<file path="src/rtl/uf_pkg.sv">
`timescale 1ns / 1ps
`default_nettype none
// ----------------------------------------------------------------------------
// uf_pkg
// Shared constants, the stored element record and the controller/datapath
// command and status groups of the union-find store.
// ----------------------------------------------------------------------------
package uf_pkg;

  localparam int MAX_ELEMENTS = 1024;
  localparam int IDX_W        = $clog2(MAX_ELEMENTS);
  localparam int RANK_W       = 4;
  localparam int WEIGHT_W     = 10;
  localparam int COUNT_W      = 11;

  localparam logic [RANK_W-1:0]   RANK_INIT  = RANK_W'(1);
  localparam logic [RANK_W-1:0]   RANK_MAX   = '1;
  localparam logic [COUNT_W-1:0]  COUNT_INIT = COUNT_W'(MAX_ELEMENTS);
  localparam logic [IDX_W-1:0]    LAST_IDX   = IDX_W'(MAX_ELEMENTS - 1);

  localparam logic REQ_FIND  = 1'b0;
  localparam logic REQ_UNION = 1'b1;

  typedef struct packed {
    logic [IDX_W-1:0]    parent;
    logic [RANK_W-1:0]   rank;
    logic [WEIGHT_W-1:0] weight;
  } entry_t;

  typedef struct packed {
    logic clear_step;
    logic accept;
    logic walk_step;
    logic load_b;
    logic cap_a;
    logic cap_b;
    logic wr_lose;
    logic wr_keep;
    logic load_out;
  } cmd_t;

  typedef struct packed {
    logic clear_last;
    logic bad;
    logic at_root;
    logic is_union;
    logic same_root;
    logic out_free;
  } status_t;

endpackage
`default_nettype wire

</file>
<file path="src/rtl/uf_ctrl.sv">
`timescale 1ns / 1ps
`default_nettype none
// ----------------------------------------------------------------------------
// uf_ctrl
// Sequencer: clearing sweep, root walks for a and b, link writes and
// hand-off of the result to the output register.
// ----------------------------------------------------------------------------
module uf_ctrl (
  input  wire logic           clk,
  input  wire logic           rst,
  input  wire logic           in_valid,
  output logic                in_ready,
  input  wire uf_pkg::status_t st,
  output uf_pkg::cmd_t        cmd
);

  typedef enum logic [6:0] {
    S_CLEAR  = 7'b0000001,
    S_IDLE   = 7'b0000010,
    S_WALK_A = 7'b0000100,
    S_WALK_B = 7'b0001000,
    S_LINK   = 7'b0010000,
    S_GROW   = 7'b0100000,
    S_DONE   = 7'b1000000
  } state_t;

  state_t state, state_next;

  always_ff @(posedge clk) begin
    if (rst) begin
      state <= S_CLEAR;
    end else begin
      state <= state_next;
    end
  end

  always_comb begin
    state_next = state;
    cmd        = '0;
    in_ready   = 1'b0;
    case (state)
      S_CLEAR: begin
        cmd.clear_step = 1'b1;
        if (st.clear_last) begin
          state_next = S_IDLE;
        end
      end
      S_IDLE: begin
        in_ready = 1'b1;
        if (in_valid) begin
          cmd.accept = 1'b1;
          state_next = S_WALK_A;
        end
      end
      S_WALK_A: begin
        if (st.bad) begin
          state_next = S_DONE;
        end else if (st.at_root) begin
          cmd.cap_a = 1'b1;
          if (st.is_union) begin
            cmd.load_b = 1'b1;
            state_next = S_WALK_B;
          end else begin
            state_next = S_DONE;
          end
        end else begin
          cmd.walk_step = 1'b1;
        end
      end
      S_WALK_B: begin
        if (st.at_root) begin
          cmd.cap_b  = 1'b1;
          state_next = S_LINK;
        end else begin
          cmd.walk_step = 1'b1;
        end
      end
      S_LINK: begin
        if (st.same_root) begin
          state_next = S_DONE;
        end else begin
          cmd.wr_lose = 1'b1;
          state_next  = S_GROW;
        end
      end
      S_GROW: begin
        cmd.wr_keep = 1'b1;
        state_next  = S_DONE;
      end
      S_DONE: begin
        if (st.out_free) begin
          cmd.load_out = 1'b1;
          state_next   = S_IDLE;
        end
      end
      default: begin
        state_next = S_CLEAR;
      end
    endcase
  end

endmodule
`default_nettype wire

</file>
<file path="config.mk">
export PLATFORM = sky130hd
export DESIGN_NAME = uf_ctrl
export DESIGN_NICKNAME = d
export VERILOG_FILES = /design/src/rtl/uf_pkg.sv /design/src/rtl/uf_ctrl.sv
export SDC_FILE = /design/constraint.sdc
export NUM_CORES = 1
export LEC_CHECK = 0
export BUFFER_PORTS_ARGS = -buffer_cell sky130_fd_sc_hd__buf_4
export CORE_AREA = 2 2 39 41
export CTS_BUF_LIST = sky130_fd_sc_hd__clkbuf_8
export DETAILED_ROUTE_END_ITERATION = 10
export DIE_AREA = 0 0 41 43
export GPL_ROUTABILITY_DRIVEN = 0
export PLACE_DENSITY = 0.66
export SKIP_LAST_GASP = 1
export SLEW_MARGIN = 30
export SYNTH_ARGS = -nofsm -noshare
export SYNTH_HDL_FRONTEND = slang
export SYNTH_SLANG_ARGS = --single-unit
</file>
<file path="constraint.sdc">
create_clock -name clk -period 1.72 [get_ports clk]
set_input_delay 0.172 -clock clk [delete_from_list [all_inputs] [get_ports clk]]
set_output_delay 0.172 -clock clk [all_outputs]
set_load 0.02 [all_outputs]
</file>
==> run summary, run 1 <==
row count: 14
pin count of the biggest net entering global routing: 9
Worst Path Max Fanout: 4
vias per cell: 5.27
Min Clock Period, post-route: 1.83 ns
first-pass GRT wire length: 2480 µm
via count: 632
Final Cycle Share: 107%
Synth top area share: 28.0%
CP Class: reg2out
Core Box Area: 1380 µm²
vias in the first global route: 595
worst skew pair latency: 0.23 ns
Ys Warns: 0
post-route ant nets: 0
crit path max-delay cell type: or3_4
die width: 41 µm
RSZ-0062 raised after global routing: true
Max Cap Viol: 0
Most flops, register: state
Placed Instances: 111
total track usage: 20.9%
most used cell, CP: or3_4
Pre-antenna DRT Iters: 4
Worst Path Arrival: 1.66 ns
pre-CTS setup slack: -0.0342 ns
Synth area leaders: dfxtp_1 28%, nor2_1 7.5%, or3_4 4.5%, nor3_1 4.0%, o21ai_0 4.0%
port buffer count: 18
max reg flops: 7
share of cells above drive strength 1: 51.9%
Fillers: 123
biggest regs: state (7)
post-synth cell types: 29
Hold Crit Class: in2reg
Clock Pin Slew Worst Setup and Hold Paths: 0.04 ns
dominant cell type by area after synthesis: dfxtp_1
worst IR drop on VDD: 0.000607 V
syn_nets: 76
Slew @ Worst Pin: 0.443 ns
Yosys reg bits: 7
Syn Std Cell Area: 500 µm²
fmax: 0.545 GHz
post-detailed-placement half-perimeter wirelength: 1210 µm
diodes inserted: 0
Routed WL: 1740 µm
run status: finished with violations
max_slew headroom: 70.2%
Synth top cells by count: 10 x nor2_1, 7 x dfxtp_1, 5 x nand2_1
cell count after synthesis: 67
Async S/R FF share, synth: 0%
critical path capture point type: primary output
DRC Markers: 0
CTS tree: done
number of synthesized flops with an enable pin: 0
die area: 1760 µm²
die extent in y: 43 µm
CTS H-tree depth: 1
CP Data Required Time: 1.55 ns
Starting Density: 36.2%
Root Driver: clkbuf_8
WL per Instance: 14.5 µm
final clock skew: 0.00430 ns
Hold-fix buffers, CTS: 0
initial antenna violation count: 0
initial DRC count: 24
clock tree buffer depth: 2
gr ovfl total: 0
most common cell in the netlist: nor2_1
Final nets: 114
Syn-to-layout area delta: 80.5%
Post-synth top flop: dfxtp_1
Placed Instance Area: 737 µm²
final worst setup slack: -0.115 ns
final setup fails: 5
worst hold slack: 0.166 ns
leak pwr: 0.383 nW
PwrDens: 620 nW/µm²
violated checks: negative setup slack
CP max stage delay: 0.41 ns
Final Hold Fails: 0
setup tns final: -0.354 ns
design area: 903 µm²
worst path cell trace: or3_4 -> or3_4 -> nor3_4 -> buf_6
Layout Cells excl Fill: 120
Setup crit start kind: flip-flop
CTS sink cnt: 7
IO Pins: 19
Inserted Clock Buffers: 3
max-slew violations: 0
syn avg cell area: 7.47 µm²
sequential area share after synthesis: 28.0%
## through the flow
step | power (mW) | utilization [%]
6_report | 0.560 | 65.3
3_3_place_gp | 0.305 | 53.3
4_1_cts | 0.542 | 58.4
3_5_place_dp | 0.306 | 53.3
2_1_floorplan | 0.234 | -
5_1_grt | 0.581 | 65.3
## critical path, delay by kind of cell (launching register included)
family        cells  cell delay [ns]
buf+inv           1             0.14
simple gates      3             0.98
flops             1             0.31
## cell families after synthesis
group                  count (synthesis)  share of synthesized area [%]
DFF                                    7                           28.0
buffers and inverters                  4                           3.00
AOI/OAI and AO/OA                     13                           17.0
and+or+nand+nor                       43                           52.0
## layer usage
layer	global-route usage (%)	vias to the layer above	share of wire, %
met5	0	-	0
met4	8.00	0	1.7
li1	-	316	-
met2	34.4	11	53
met1	25.0	301	42
met3	4.71	4	2.5
## final timing paths
kind,startpoint,endpoint,slack (ns),depth (start not counted)
setup reg to reg,state[4],state[0],-0.08,5
setup / recovery,state[4],cmd[6],-0.11,4
hold / removal,rst,state[3],0.17,2
hold reg to reg,state[2],state[2],0.53,2
## timing repair
action | 4_1_cts | 5_1_grt
pin swaps | 2 | 9
gates resized for setup | 3 | 18
setup buffers | 2 | 3
endpoints found under the setup margin | 8 | 11
## power breakdown
| part | switching [mW] | total [mW] | leakage, nW | internal [mW] |
|---|---|---|---|---|
| clock | 0.0815 | 0.237 | 0.0269 | 0.155 |
| combinational | 0.0713 | 0.148 | 0.297 | 0.0765 |
| sequential | 0.00812 | 0.176 | 0.0589 | 0.168 |
## cells in the final DEF, fill, tap and decap left out, drive strengths merged, types with 2 or more instances in the layout
cell and count:
a21o 2, a21oi 2, buf 33, clkbuf 3, dfxtp 7, inv 5
nand2 5, nand2b 3, nand3 3, nand3b 2, nand4b 2, nor2 10
nor3 6, nor3b 2, o21ai 4, or3 3
## area by class of cell
class	instances	area (µm²)	share of cell area (%)
multi-input cells	56	415	46.0
clock inverters	1	3.75	0.416
well taps	16	20.0	2.22
flip-flops and latches	7	149	16.5
inverters	4	15.0	1.66
clock buffers	3	41.3	4.57
repair buffers	33	259	28.7
No activity file was read; power rests on OpenSTA's default activity.
==> run 2: changes to the inputs <==
- CTS_BUF_LIST: sky130_fd_sc_hd__clkbuf_8 -> default
==> run summary, run 2 (synthesis gave the netlist of run 1 again) <==
port buffer count: 18 (unchanged)
post-detailed-placement half-perimeter wirelength: 1210 µm (unchanged)
worst skew pair latency: 0.26 ns (was 0.23 ns)
register area: 149 µm² (unchanged)
fin util: 63.1% (was 65.3%)
Final Cycle Share: 108% (was 107%)
Clock Pin Slew Worst Setup and Hold Paths: 0.05 ns (was 0.04 ns)
final setup fails: 5 (unchanged)
pin count of the biggest net entering global routing: 9 (unchanged)
Final Hold Fails: 0 (unchanged)
RSZ-0062 raised after global routing: true (unchanged)
clock tree buffer depth: 2 (unchanged)
Hold Crit Class: in2reg (unchanged)
Core Box Area: 1380 µm² (unchanged)
Routed WL: 1710 µm (was 1740 µm)
Placed Instances: 111 (unchanged)
Pre-antenna DRT Iters: 4 (unchanged)
met1 Track Usage GR: 23.3% (was 25.0%)
WL per Instance: 14.2 µm (was 14.5 µm)
DRC Markers: 0 (unchanged)
first-pass GRT wire length: 2390 µm (was 2480 µm)
PwrDens: 550 nW/µm² (was 620 nW/µm²)
CP Class: reg2out (unchanged)
die extent in y: 43 µm (unchanged)
commonest non-fill, non-tap cell in the layout: buf_4 (unchanged)
die width: 41 µm (unchanged)
Syn-to-layout area delta: 74.5% (was 80.5%)
total power draw: 481 µW (was 560 µW)
layer with the highest usage: met2 (unchanged)
biggest regs: state (7) (unchanged)
worst IR drop on VDD: 0.000370 V (was 0.000607 V)
initial DRC count: 8 (was 24)
die area: 1760 µm² (unchanged)
row count: 14 (unchanged)
Inserted Clock Buffers: 3 (unchanged)
design area: 873 µm² (was 903 µm²)
Final nets: 115 (was 114)
violated checks: negative setup slack (unchanged)
Fillers: 128 (was 123)
Max Cap Viol: 0 (unchanged)
Worst Path Max Fanout: 4 (unchanged)
gr ovfl total: 0 (unchanged)
Slew @ Worst Pin: 0.452 ns (was 0.443 ns)
vias in the first global route: 565 (was 595)
leak pwr: 0.373 nW (was 0.383 nW)
share of cells above drive strength 1: 53.3% (was 51.9%)
Starting Density: 36.2% (unchanged)
worst r2r src: state[4] (unchanged)
met3 usage: 3.14% (was 4.71%)
initial antenna violation count: 0 (unchanged)
max reg flops: 7 (unchanged)
run status: finished with violations (unchanged)
max-slew violations: 0 (unchanged)
Layout Cells excl Fill: 121 (was 120)
crit path from: state[4] (unchanged)
Most flops, register: state (unchanged)
hold path startpoint: rst (unchanged)
final worst setup slack: -0.140 ns (was -0.115 ns)
Root Driver: clkbuf_4 (was clkbuf_8)
CTS H-tree depth: 1 (unchanged)
area of the multi-input gates: 400 µm² (was 415 µm²)
Setup crit start kind: flip-flop (unchanged)
GR met2 Demand/Resource: 33.4% (was 34.4%)
commonest cells after routing, fill and taps aside: 32 x buf_4, 9 x nor2_1, 4 x nand2_1, 4 x o21ai_0, 4 x dfxtp_2 (was 30 x buf_4, 9 x nor2_1, 5 x inv_1, 5 x nand2_1)
CP Data Required Time: 1.55 ns (about the same)
CTS sink cnt: 7 (unchanged)
Placed Instance Area: 737 µm² (unchanged)
IO Pins: 19 (unchanged)
worst hold slack: 0.127 ns (was 0.166 ns)
final clock skew: 0.000298 ns (was 0.00430 ns)
max_slew headroom: 69.7% (was 70.2%)
fmax: 0.538 GHz (was 0.545 GHz)
post-route ant nets: 0 (unchanged)
Worst Path Arrival: 1.69 ns (was 1.66 ns)
diodes inserted: 0 (unchanged)
critical path capture point type: primary output (unchanged)
vias per cell: 5.26 (was 5.27)
total track usage: 20.7% (was 20.9%)
Min Clock Period, post-route: 1.86 ns (was 1.83 ns)
Hold-fix buffers, CTS: 0 (unchanged)
CTS tree: done (unchanged)
via count: 637 (was 632)
==> run 2: cell count changes in the layout (fill, tap and decap cells not counted), sizes merged <==
cell,change
clkbuf,+1
buf,+1
inv,-1
==> run 2: final timing paths <==
check	depth (start not counted)	endpoint	slack, ns
max	4	cmd[6]	-0.14
min	2	state[3]	0.13
max reg2reg	5	state[0]	-0.06
min reg2reg	2	state[2]	0.53
==> run 2: report_power, final <==
| part | internal (mW) | switching [mW] | total, mW |
|---|---|---|---|
| sequential | 0.167 | 0.00865 | 0.176 |
| combinational | 0.0762 | 0.0687 | 0.145 |
| clock | 0.0892 | 0.0706 | 0.160 |
| total | 0.333 | 0.148 | 0.481 |
==> run 2: final cells by class <==
class,instances,share of cell area (%)
inverter,4,1.72
timing repair buffer,34,30.1
sequential,7,17.0
clock buffer,4,3.01
tap,16,2.29
multi-input combinational,56,45.8
==> run 2: per-stage QoR <==
stage | TNS (ns) | setup slack (ns)
floorplan | 0 | 0.0201
global placement | 0 | 0.0387
detailed placement | -0.0342 | -0.0342
CTS | -0.570 | -0.152
global route | -0.878 | -0.178
finish | -0.419 | -0.140
==> run 2: worst max-delay path, cell delays in order (launching register included) <==
cell and delay, ns:
dfxtp_1 0.31, or3_4 0.41, or3_4 0.37, nor3_4 0.19, buf_6 0.14
==> run 2: timing repair <==
action	CTS	global route
setup endpoints to repair	9	12
pin swaps	2	8
gates resized for setup	4	15
buffers inserted	2	4
==> run 2: layer usage <==
metal	wire length (µm)	vias to the layer above
met5	0	-
met4	40	0
met3	51	5
met2	897	14
met1	724	297
li1	-	321
